==> config.mk <==
export PLATFORM = sky130hd
export DESIGN_NAME = structured_face_boundary_sorter
export DESIGN_NICKNAME = d
export VERILOG_FILES = /design/src/hdl/sfbs_pkg.sv /design/src/hdl/structured_face_boundary_sorter.sv /design/src/hdl/sfbs_div.sv /design/src/hdl/sfbs_front.sv /design/src/hdl/sfbs_fifo.sv /design/src/hdl/sfbs_back.sv
export SDC_FILE = /design/constraint.sdc
export NUM_CORES = 2
export LEC_CHECK = 0
export BUFFER_PORTS_ARGS = -buffer_cell sky130_fd_sc_hd__buf_4
export CORE_MARGIN = 2
export CORE_UTILIZATION = 65
export DETAILED_ROUTE_END_ITERATION = 7
export HOLD_SLACK_MARGIN = 0.1
export PLACE_DENSITY = 0.82
export SYNTH_ARGS = -nofsm -noshare
export SYNTH_HDL_FRONTEND = slang
export SYNTH_SLANG_ARGS = --single-unit
==> constraint.sdc <==
create_clock -name clk_i -period 9.4 [get_ports clk_i]
set_input_delay 0.47 -clock clk_i [delete_from_list [all_inputs] [get_ports clk_i]]
set_output_delay 0.47 -clock clk_i [all_outputs]
set_load 0.02 [all_outputs]
==> src/hdl/sfbs_pkg.sv <==
// ----------------------------------------------------------------------------
// sfbs_pkg: shared types and constants
// Field widths, side codes and the transaction record of the face sorter.
// ----------------------------------------------------------------------------
package sfbs_pkg;

  localparam int unsigned FaceW     = 38;
  localparam int unsigned SizeW     = 13;
  localparam int unsigned SlotW     = 32;
  localparam int unsigned SideW     = 3;
  localparam int unsigned DvsW      = 2 * SizeW;      // largest divisor width
  localparam int unsigned CountW    = 3 * SizeW + 2;  // face counts and their sum
  localparam int unsigned CfgIdxW   = 2;
  localparam int unsigned NumSides  = 6;
  localparam int unsigned DefMaxExtent = 4096;

  localparam logic [SideW-1:0] SIDE_IMIN = 3'd0;
  localparam logic [SideW-1:0] SIDE_IMAX = 3'd1;
  localparam logic [SideW-1:0] SIDE_JMIN = 3'd2;
  localparam logic [SideW-1:0] SIDE_JMAX = 3'd3;
  localparam logic [SideW-1:0] SIDE_KMIN = 3'd4;
  localparam logic [SideW-1:0] SIDE_KMAX = 3'd5;
  localparam logic [SideW-1:0] SIDE_NONE = 3'd6;

  localparam logic [CfgIdxW-1:0] REG_SIZE_I = 2'd0;
  localparam logic [CfgIdxW-1:0] REG_SIZE_J = 2'd1;
  localparam logic [CfgIdxW-1:0] REG_SIZE_K = 2'd2;

  typedef struct packed {
    logic [FaceW-1:0] face;
    logic [FaceW-1:0] donor;
    logic [SideW-1:0] side;
    logic             last;
  } item_t;

endpackage

==> src/hdl/structured_face_boundary_sorter.sv <==
// ----------------------------------------------------------------------------
// structured_face_boundary_sorter: boundary side sorter for structured faces
// Decodes global face indices of an i/j/k structured grid and tags each with
// its boundary side and running slot within that side.
// ----------------------------------------------------------------------------
// One transaction is in the classifier at a time. It forms the face counts in
// two multiply stages and a sum, classifies the face, then runs one 38-step
// pass of the bit-serial divider for i- and k-faces (two passes for j-faces),
// each pass started from a registered start and ending on a registered done,
// then hands the result off and returns to accept the next transaction. A
// face past the grid skips the divider. A two-entry queue and a registered
// output stage sit behind the classifier, so a stalled consumer does not stop
// the next decode until the queue fills. Sizes above MAX_EXTENT are saturated.
// Six 32-bit counters wrap and clear after the transaction flagged is_last_i.
// Size registers: index 0 i, 1 j, 2 k; write only while no transaction is
// outstanding.
module structured_face_boundary_sorter import sfbs_pkg::*; #(
  parameter int unsigned MAX_EXTENT = DefMaxExtent
) (
  input  logic               clk_i,
  input  logic               rst_ni,
  // configuration writes
  input  logic               cfg_valid_i,
  output logic               cfg_ready_o,
  input  logic [CfgIdxW-1:0] cfg_index_i,
  input  logic [SizeW-1:0]   cfg_data_i,
  // input transactions
  input  logic               in_valid_i,
  output logic               in_ready_o,
  input  logic [FaceW-1:0]   face_index_i,
  input  logic [FaceW-1:0]   donor_index_i,
  input  logic               is_last_i,
  // result transactions
  output logic               out_valid_o,
  input  logic               out_ready_i,
  output logic [FaceW-1:0]   face_out_o,
  output logic [FaceW-1:0]   donor_out_o,
  output logic [SideW-1:0]   side_o,
  output logic [SlotW-1:0]   slot_o,
  output logic               last_out_o
);

  logic  push, full, pop, empty;
  item_t front_item, queue_item;

  // writes are always taken
  assign cfg_ready_o = 1'b1;

  sfbs_front #(.MAX_EXTENT(MAX_EXTENT)) u_front (
    .clk_i         (clk_i),
    .rst_ni        (rst_ni),
    .cfg_valid_i   (cfg_valid_i),
    .cfg_index_i   (cfg_index_i),
    .cfg_data_i    (cfg_data_i),
    .in_valid_i    (in_valid_i),
    .in_ready_o    (in_ready_o),
    .face_index_i  (face_index_i),
    .donor_index_i (donor_index_i),
    .is_last_i     (is_last_i),
    .push_o        (push),
    .item_o        (front_item),
    .full_i        (full)
  );

  sfbs_fifo u_fifo (
    .clk_i   (clk_i),
    .rst_ni  (rst_ni),
    .push_i  (push),
    .item_i  (front_item),
    .full_o  (full),
    .pop_i   (pop),
    .empty_o (empty),
    .item_o  (queue_item)
  );

  sfbs_back u_back (
    .clk_i       (clk_i),
    .rst_ni      (rst_ni),
    .empty_i     (empty),
    .item_i      (queue_item),
    .pop_o       (pop),
    .out_valid_o (out_valid_o),
    .out_ready_i (out_ready_i),
    .face_out_o  (face_out_o),
    .donor_out_o (donor_out_o),
    .side_o      (side_o),
    .slot_o      (slot_o),
    .last_out_o  (last_out_o)
  );

endmodule

==> src/hdl/sfbs_div.sv <==
// ----------------------------------------------------------------------------
// sfbs_div: iterative unsigned divider
// Restoring division, one quotient bit per cycle; done pulses when finished.
// ----------------------------------------------------------------------------
module sfbs_div import sfbs_pkg::*; (
  input  logic              clk_i,
  input  logic              rst_ni,
  input  logic              start_i,
  input  logic [FaceW-1:0]  dividend_i,
  input  logic [DvsW-1:0]   divisor_i,
  output logic              done_o,
  output logic [FaceW-1:0]  quo_o,
  output logic [DvsW:0]     rem_o
);

  localparam logic [5:0] LastStep = 6'(FaceW - 1);

  logic [DvsW:0]    rem_q, rem_d;
  logic [FaceW-1:0] quo_q, quo_d;
  logic [DvsW-1:0]  dvs_q, dvs_d;
  logic [5:0]       cnt_q, cnt_d;
  logic             busy_q, busy_d;
  logic             done_q, done_d;
  logic [DvsW:0]    shifted;
  logic [DvsW+1:0]  trial;

  always_comb begin
    shifted = {rem_q[DvsW-1:0], quo_q[FaceW-1]};
    trial   = {1'b0, shifted} - {2'b00, dvs_q};
    rem_d   = rem_q;
    quo_d   = quo_q;
    dvs_d   = dvs_q;
    cnt_d   = cnt_q;
    busy_d  = busy_q;
    done_d  = 1'b0;
    if (start_i) begin
      rem_d  = '0;
      quo_d  = dividend_i;
      dvs_d  = divisor_i;
      cnt_d  = '0;
      busy_d = 1'b1;
    end else if (busy_q) begin
      rem_d = trial[DvsW+1] ? shifted : trial[DvsW:0];
      quo_d = {quo_q[FaceW-2:0], ~trial[DvsW+1]};
      cnt_d = cnt_q + 6'd1;
      if (cnt_q == LastStep) begin
        busy_d = 1'b0;
        done_d = 1'b1;
      end
    end
  end

  always_ff @(posedge clk_i or negedge rst_ni) begin
    if (!rst_ni) begin
      busy_q <= 1'b0;
      done_q <= 1'b0;
      cnt_q  <= '0;
    end else begin
      busy_q <= busy_d;
      done_q <= done_d;
      cnt_q  <= cnt_d;
    end
  end

  always_ff @(posedge clk_i) begin
    rem_q <= rem_d;
    quo_q <= quo_d;
    dvs_q <= dvs_d;
  end

  assign done_o = done_q;
  assign quo_o  = quo_q;
  assign rem_o  = rem_q;

endmodule

==> src/hdl/sfbs_front.sv <==
// ----------------------------------------------------------------------------
// sfbs_front: accept and classify
// Holds the size registers, decodes one face index and hands the side on.
// ----------------------------------------------------------------------------
module sfbs_front import sfbs_pkg::*; #(
  parameter int unsigned MAX_EXTENT = DefMaxExtent
) (
  input  logic               clk_i,
  input  logic               rst_ni,
  input  logic               cfg_valid_i,
  input  logic [CfgIdxW-1:0] cfg_index_i,
  input  logic [SizeW-1:0]   cfg_data_i,
  input  logic               in_valid_i,
  output logic               in_ready_o,
  input  logic [FaceW-1:0]   face_index_i,
  input  logic [FaceW-1:0]   donor_index_i,
  input  logic               is_last_i,
  output logic               push_o,
  output item_t              item_o,
  input  logic               full_i
);

  // the clamp is capped at the register range, so it fits in SizeW bits
  localparam logic [SizeW-1:0] Clamp =
    (MAX_EXTENT > ((1 << SizeW) - 1)) ? SizeW'((1 << SizeW) - 1) : SizeW'(MAX_EXTENT);

  typedef enum logic [2:0] {
    S_IDLE, S_PROD1, S_PROD2, S_SUM, S_CLASS, S_DIV1, S_DIV2, S_PUSH
  } state_e;

  typedef enum logic [1:0] {FAM_I, FAM_J, FAM_K} fam_e;

  state_e state_q, state_d;
  fam_e   fam_q, fam_d;

  logic [SizeW-1:0] size_i_q, size_j_q, size_k_q;
  logic [SizeW-1:0] ni, nj, nk, ni1, nj1, nk1;

  item_t              item_q, item_d;
  logic [DvsW-1:0]    a_q, a_d, b_q, b_d, c_q, c_d;
  logic [CountW-1:0]  n_i_q, n_i_d, n_j_q, n_j_d, n_k_q, n_k_d;
  logic [CountW-1:0]  sum_ij_q, sum_ij_d, sum_all_q, sum_all_d;
  logic [CountW-1:0]  face_ext;
  logic               start_q, start_d;
  logic [FaceW-1:0]   dvd_q, dvd_d;
  logic [DvsW-1:0]    dvs_q, dvs_d;
  logic               done;
  logic [FaceW-1:0]   quo;
  logic [DvsW:0]      rem;

  always_comb begin
    ni  = (size_i_q > Clamp) ? Clamp : size_i_q;
    nj  = (size_j_q > Clamp) ? Clamp : size_j_q;
    nk  = (size_k_q > Clamp) ? Clamp : size_k_q;
    ni1 = (ni > SizeW'(1)) ? ni - SizeW'(1) : SizeW'(1);
    nj1 = (nj > SizeW'(1)) ? nj - SizeW'(1) : SizeW'(1);
    nk1 = (nk > SizeW'(1)) ? nk - SizeW'(1) : SizeW'(1);
  end

  always_ff @(posedge clk_i or negedge rst_ni) begin
    if (!rst_ni) begin
      size_i_q <= SizeW'(2);
      size_j_q <= SizeW'(2);
      size_k_q <= SizeW'(2);
    end else if (cfg_valid_i) begin
      case (cfg_index_i)
        REG_SIZE_I: size_i_q <= cfg_data_i;
        REG_SIZE_J: size_j_q <= cfg_data_i;
        REG_SIZE_K: size_k_q <= cfg_data_i;
        default: ;
      endcase
    end
  end

  sfbs_div u_div (
    .clk_i      (clk_i),
    .rst_ni     (rst_ni),
    .start_i    (start_q),
    .dividend_i (dvd_q),
    .divisor_i  (dvs_q),
    .done_o     (done),
    .quo_o      (quo),
    .rem_o      (rem)
  );

  assign face_ext = CountW'(item_q.face);

  always_comb begin
    state_d   = state_q;
    fam_d     = fam_q;
    item_d    = item_q;
    a_d       = a_q;
    b_d       = b_q;
    c_d       = c_q;
    n_i_d     = n_i_q;
    n_j_d     = n_j_q;
    n_k_d     = n_k_q;
    sum_ij_d  = sum_ij_q;
    sum_all_d = sum_all_q;
    start_d   = 1'b0;
    dvd_d     = dvd_q;
    dvs_d     = dvs_q;
    case (state_q)
      S_IDLE: begin
        if (in_valid_i) begin
          item_d.face  = face_index_i;
          item_d.donor = donor_index_i;
          item_d.last  = is_last_i;
          item_d.side  = SIDE_NONE;
          state_d      = S_PROD1;
        end
      end
      S_PROD1: begin
        a_d     = DvsW'(ni) * DvsW'(nj1);
        b_d     = DvsW'(ni1) * DvsW'(nj);
        c_d     = DvsW'(ni1) * DvsW'(nj1);
        state_d = S_PROD2;
      end
      S_PROD2: begin
        n_i_d   = CountW'(a_q) * CountW'(nk1);
        n_j_d   = CountW'(b_q) * CountW'(nk1);
        n_k_d   = CountW'(c_q) * CountW'(nk);
        state_d = S_SUM;
      end
      S_SUM: begin
        sum_ij_d  = n_i_q + n_j_q;
        sum_all_d = n_i_q + n_j_q + n_k_q;
        state_d   = S_CLASS;
      end
      S_CLASS: begin
        start_d = 1'b1;
        state_d = S_DIV1;
        if (face_ext >= sum_all_q) begin
          start_d     = 1'b0;
          item_d.side = SIDE_NONE;
          state_d     = S_PUSH;
        end else if (face_ext >= sum_ij_q) begin
          fam_d = FAM_K;
          dvd_d = FaceW'(face_ext - sum_ij_q);
          dvs_d = c_q;
        end else if (face_ext >= n_i_q) begin
          fam_d = FAM_J;
          dvd_d = FaceW'(face_ext - n_i_q);
          dvs_d = DvsW'(ni1);
        end else begin
          fam_d = FAM_I;
          dvd_d = item_q.face;
          dvs_d = DvsW'(ni);
        end
      end
      S_DIV1: begin
        if (done) begin
          state_d = S_PUSH;
          case (fam_q)
            FAM_I: begin
              if (rem == '0)                  item_d.side = SIDE_IMIN;
              else if (rem == (DvsW+1)'(ni1)) item_d.side = SIDE_IMAX;
              else                            item_d.side = SIDE_NONE;
            end
            FAM_K: begin
              if (quo == '0)                  item_d.side = SIDE_KMIN;
              else if (quo == FaceW'(nk1))    item_d.side = SIDE_KMAX;
              else                            item_d.side = SIDE_NONE;
            end
            default: begin
              // j-face: row index first, then j is that index modulo nj
              dvd_d   = quo;
              dvs_d   = DvsW'(nj);
              start_d = 1'b1;
              state_d = S_DIV2;
            end
          endcase
        end
      end
      S_DIV2: begin
        if (done) begin
          if (rem == '0)                  item_d.side = SIDE_JMIN;
          else if (rem == (DvsW+1)'(nj1)) item_d.side = SIDE_JMAX;
          else                            item_d.side = SIDE_NONE;
          state_d = S_PUSH;
        end
      end
      S_PUSH: begin
        if (!full_i) state_d = S_IDLE;
      end
      default: state_d = S_IDLE;
    endcase
  end

  always_ff @(posedge clk_i or negedge rst_ni) begin
    if (!rst_ni) begin
      state_q <= S_IDLE;
      start_q <= 1'b0;
      fam_q   <= FAM_I;
    end else begin
      state_q <= state_d;
      start_q <= start_d;
      fam_q   <= fam_d;
    end
  end

  always_ff @(posedge clk_i) begin
    item_q    <= item_d;
    a_q       <= a_d;
    b_q       <= b_d;
    c_q       <= c_d;
    n_i_q     <= n_i_d;
    n_j_q     <= n_j_d;
    n_k_q     <= n_k_d;
    sum_ij_q  <= sum_ij_d;
    sum_all_q <= sum_all_d;
    dvd_q     <= dvd_d;
    dvs_q     <= dvs_d;
  end

  assign in_ready_o = (state_q == S_IDLE);
  assign push_o     = (state_q == S_PUSH) && !full_i;
  assign item_o     = item_q;

endmodule

==> src/hdl/sfbs_fifo.sv <==
// ----------------------------------------------------------------------------
// sfbs_fifo: two-entry queue
// Decouples the classifier from the slot counter stage.
// ----------------------------------------------------------------------------
module sfbs_fifo import sfbs_pkg::*; (
  input  logic  clk_i,
  input  logic  rst_ni,
  input  logic  push_i,
  input  item_t item_i,
  output logic  full_o,
  input  logic  pop_i,
  output logic  empty_o,
  output item_t item_o
);

  item_t      mem_q [2];
  logic       wr_q, rd_q;
  logic [1:0] cnt_q;
  logic       do_push, do_pop;

  assign full_o  = (cnt_q == 2'd2);
  assign empty_o = (cnt_q == 2'd0);
  assign do_push = push_i && !full_o;
  assign do_pop  = pop_i && !empty_o;
  assign item_o  = mem_q[rd_q];

  always_ff @(posedge clk_i or negedge rst_ni) begin
    if (!rst_ni) begin
      wr_q  <= 1'b0;
      rd_q  <= 1'b0;
      cnt_q <= '0;
    end else begin
      if (do_push) wr_q <= ~wr_q;
      if (do_pop)  rd_q <= ~rd_q;
      cnt_q <= cnt_q + 2'(do_push) - 2'(do_pop);
    end
  end

  always_ff @(posedge clk_i) begin
    if (do_push) mem_q[wr_q] <= item_i;
  end

endmodule

==> src/hdl/sfbs_back.sv <==
// ----------------------------------------------------------------------------
// sfbs_back: slot counters and output register
// Assigns the running slot per side and clears the counters after a last item.
// ----------------------------------------------------------------------------
module sfbs_back import sfbs_pkg::*; (
  input  logic             clk_i,
  input  logic             rst_ni,
  input  logic             empty_i,
  input  item_t            item_i,
  output logic             pop_o,
  output logic             out_valid_o,
  input  logic             out_ready_i,
  output logic [FaceW-1:0] face_out_o,
  output logic [FaceW-1:0] donor_out_o,
  output logic [SideW-1:0] side_o,
  output logic [SlotW-1:0] slot_o,
  output logic             last_out_o
);

  logic [SlotW-1:0] cnt_q [NumSides];
  logic             valid_q;
  item_t            out_q;
  logic [SlotW-1:0] slot_q, slot_d;

  assign pop_o  = !empty_i && (!valid_q || out_ready_i);
  assign slot_d = (item_i.side == SIDE_NONE) ? '0 : cnt_q[item_i.side];

  always_ff @(posedge clk_i or negedge rst_ni) begin
    if (!rst_ni) begin
      valid_q <= 1'b0;
      for (int s = 0; s < NumSides; s++) cnt_q[s] <= '0;
    end else begin
      if (pop_o) begin
        valid_q <= 1'b1;
        if (item_i.last) begin
          for (int s = 0; s < NumSides; s++) cnt_q[s] <= '0;
        end else if (item_i.side != SIDE_NONE) begin
          cnt_q[item_i.side] <= slot_d + SlotW'(1);
        end
      end else if (out_ready_i) begin
        valid_q <= 1'b0;
      end
    end
  end

  always_ff @(posedge clk_i) begin
    if (pop_o) begin
      out_q  <= item_i;
      slot_q <= slot_d;
    end
  end

  assign out_valid_o = valid_q;
  assign face_out_o  = out_q.face;
  assign donor_out_o = out_q.donor;
  assign side_o      = out_q.side;
  assign slot_o      = slot_q;
  assign last_out_o  = out_q.last;

endmodule

==> impl_metrics.csv <==
group,metric,value,unit
die,ios,212,
synth,yosys.area_share.simple,13.2,%
route,wl_per_cell,23.6,um
synth,async_flop_share,24.2,%
clock_tree,cts_buffers,107,
worst_setup_path,crit_required,9.87,ns
timing,drv_slew,0,
finish,n_fill_cell,10455,
synth,synth.top_cell.area_share,23.9,%
timing,rsz0062_at_grt,"no",
die,die_w,391,um
synth,syn_nets,11668,
synth,synthTopCellsByArea,"fa_1, edfxtp_1, ha_1, dfrtp_1, inv_1",
placement,place.gp.congestion,1.00,
worst_setup_path,worst_setup_path_end_kind,"register",
timing,tightest_slew,1.17,ns
synth,synthMuxAreaShare,2.28,%
global_route,antenna_found_initial,9,
worst_setup_path,critPathLaunchType,"register",
clock_tree,postCtsSetupBuffers,0,
timing,finalSetupViolCount,0,
die,core,148000,um2
worst_setup_path,crit_slowest_cell,"a2111oi_1",
worst_setup_path,r2r-start,"u_front.size_i_q[12]$_DFFE_PN0P_",
die,die_area,153000,um2
flow_run,drv_cap,0,
route,drc,0,
worst_setup_path,critPathMaxFanout,27,
route,first_iter_violations,7438,
synth,synth_edf_count,756,
global_route,grt_pass1_vias,76004,
route,detail-route-antenna-nets,0,
placement,port_buffers,210,
route,via_per_inst,6.21,
route,dr.pass1.iters,8,
worst_setup_path,worstPathArrival,9.42,ns
synth,synth_area,97300,um2
clock_tree,clk_path_buf_depth,3,
synth,synth-seq-cells,1033,
placement,place_hpwl,206,mm
clock_tree,clkTransAtPathRegs,0.06,ns
hold_path,worstHoldPathType,"in2reg",
timing,relSlewSlack,21.5,%
hold_path,whs_path_depth,4,
synth,synth_top_family_by_area,"adder cells",
clock_tree,cts_tree,"built",
global_route,grt_max_degree,90,
timing,finalHoldViolations,0,
timing,tns,0,ns
synth,synth_compound_area_share,10.2,%
global_route,grt_pass1_wl,434,mm
synth,synthAdderAreaFrac,32.8,%
finish,drive_gt1_share,7.97,%
timing,finClkSkew,0.0545,ns
hold_path,min_to,"u_front.size_i_q[2]$_DFFE_PN0P_",
route,num_vias,73524,
worst_setup_path,crit_family,"adder cells",
timing,final.setup.worst_slack,0.444,ns
synth,ys.warnings.count,0,
die,die_h,391,um
finish,area_growth,8.49,%
finish,final_util,71.2,%
synth,yosys.area.top_type,"fa_1",
placement,post-place-ws,0.365,ns
run_status,status,"complete, no violations",
clock_tree,cts-root-buf,"clkbuf_16",
worst_setup_path,worstSetupPathType,"reg2reg",
die,initial_utilization,65.6,%
global_route,grt_usage,37.0,%
synth,ys_seq_area_share,30.3,%
timing,period_needed,8.96,ns
global_route,overflow,0,
worst_setup_path,crit_path_frequent_cell,"fa_1",
synth,syn_avg_cell_area,10.0,um2
die,fp-row-count,141,
synth,synth_ff_type,"edfxtp_1",
worst_setup_path,cp_num_buf_inv,6,
synth,synth_common_cells,"inv_1, nand2_1, fa_1",
worst_setup_path,r2r-end,"u_front.c_q[25]$_DFFE_PP_",
worst_setup_path,cpPeakStageDelay,0.60,ns
clock_tree,cts_num_sinks,1033,
timing,fmax,112,MHz
synth,synth.distinct_cells,93,
worst_setup_path,ff2ff_path_depth,27,
synth,syn-instance-count,9717,
synth,yosysMostFrequentCell,"inv_1",
hold_path,hp-start,"cfg_index_i[1]",
clock_tree,htreeDepth,3,
synth,synth_xor_area_share,3.43,%
clock_tree,clk_latency,0.77,ns
route,wirelength,280,mm
timing,finalCritPeriodShare,95.3,%
finish,fin_nets,11770,
worst_setup_path,r2r_slack,0.44,ns
## what timing repair did
item / CTS / global route
hold buffers: 93 / 0
endpoints found under the setup margin: 0 / 2
endpoints found under the hold margin: 201 / 0
resized for setup: 0 / 1
## routing by layer
layer  share of wire, %  wire [um]  up-vias  track usage (%)
met3                 11      30400      870             8.54
met4                5.9      16400        8             19.0
met1                 37     103000    36448             47.2
met5              0.018         50        -                0
met2                 47     130000     4151             59.4
li1                   -          -    32047                -
## sequential cells by signal, indices dropped and copies added, names as in the netlist, 27 cells and up
signal	count
u_back.cnt_q	192
u_back.donor_out_o	38
u_back.face_out_o	38
u_back.slot_o	32
u_fifo.mem_q	160
u_front.dvd_q	38
u_front.item_o	80
u_front.n_i_q	39
u_front.n_j_q	39
u_front.n_k_q	39
u_front.sum_all_q	41
u_front.sum_ij_q	40
u_front.u_div.quo_o	38
u_front.u_div.rem_o	27
## worst max path at each step
stage | depth (start not counted) | start | endpoint
after CTS | 27 | u_front.size_i_q[12]$_DFFE_PN0P_ | u_front.c_q[25]$_DFFE_PP_
after floorplan | 31 | u_front.size_k_q[12]$_DFFE_PN0P_ | u_front.n_j_q[33]$_DFFE_PP_
after global placement | 27 | u_front.size_i_q[12]$_DFFE_PN0P_ | u_front.c_q[25]$_DFFE_PP_
final | 27 | u_front.size_i_q[12]$_DFFE_PN0P_ | u_front.c_q[25]$_DFFE_PP_
after detailed placement | 27 | u_front.size_i_q[12]$_DFFE_PN0P_ | u_front.c_q[25]$_DFFE_PP_
after global routing | 27 | u_front.size_i_q[12]$_DFFE_PN0P_ | u_front.c_q[25]$_DFFE_PP_
## per-stage QoR
step	cells	cell area, um2	hold slack (ns)
after CTS	11843	105000	0.170
after global placement	11547	101000	0.403
after floorplan	9717	97300	0.174
after detailed placement	11547	101000	0.405
after global routing	11844	106000	0.237
final	11848	106000	0.199
## cell usage in the layout (no fill, tap or decap), types with 36 or more instances in the layout
master	n
and2_1	364
ha_1	694
buf_4	342
a21o_1	147
nand4_1	50
o21ai_0	261
nor2b_1	77
clkbuf_16	108
a211oi_1	84
nor4_1	36
xor2_1	107
nand3_1	70
nand2_1	1299
a31oi_1	56
inv_1	1547
o21bai_1	55
a21oi_1	303
xnor2_1	266
o211ai_1	46
a22o_1	186
o21a_1	65
o22ai_1	53
fa_1	1160
mux2_2	158
and3_1	62
edfxtp_1	756
mux2i_1	37
dlygate4sd3_1	93
nor3_1	102
dfrtp_1	244
nor2_1	505
nand2b_1	60
## cell families after synthesis
logic type / Yosys count
DFF: 1033
AOI/OAI and AO/OA: 1480
and+or+nand+nor: 2779
muxes: 198
other: 1
buffers and inverters: 1995
xor gates and xnor gates: 377
adders and majority gates: 1854
## final cells by class
class | instances | area [um2] | area share (%)
clock buffers | 134 | 2890 | 2.74
well taps | 1930 | 2410 | 2.29
repair buffers | 436 | 3510 | 3.33
diodes | 5 | 12.5 | 0.0119
flip-flops and latches | 1033 | 29500 | 28.0
clock inverters | 69 | 845 | 0.800
multi-input cells | 6689 | 60500 | 57.3
inverters | 1552 | 5830 | 5.52
## tightest hold or removal path, cell delays in order
cell	delay [ns]
buf_4	0.09
nor3b_2	0.13
nand2_1	0.10
o21ai_0	0.07
Power is not shown: default switching activity piles up to over one toggle a cycle in this logic, so the estimate is an artifact.
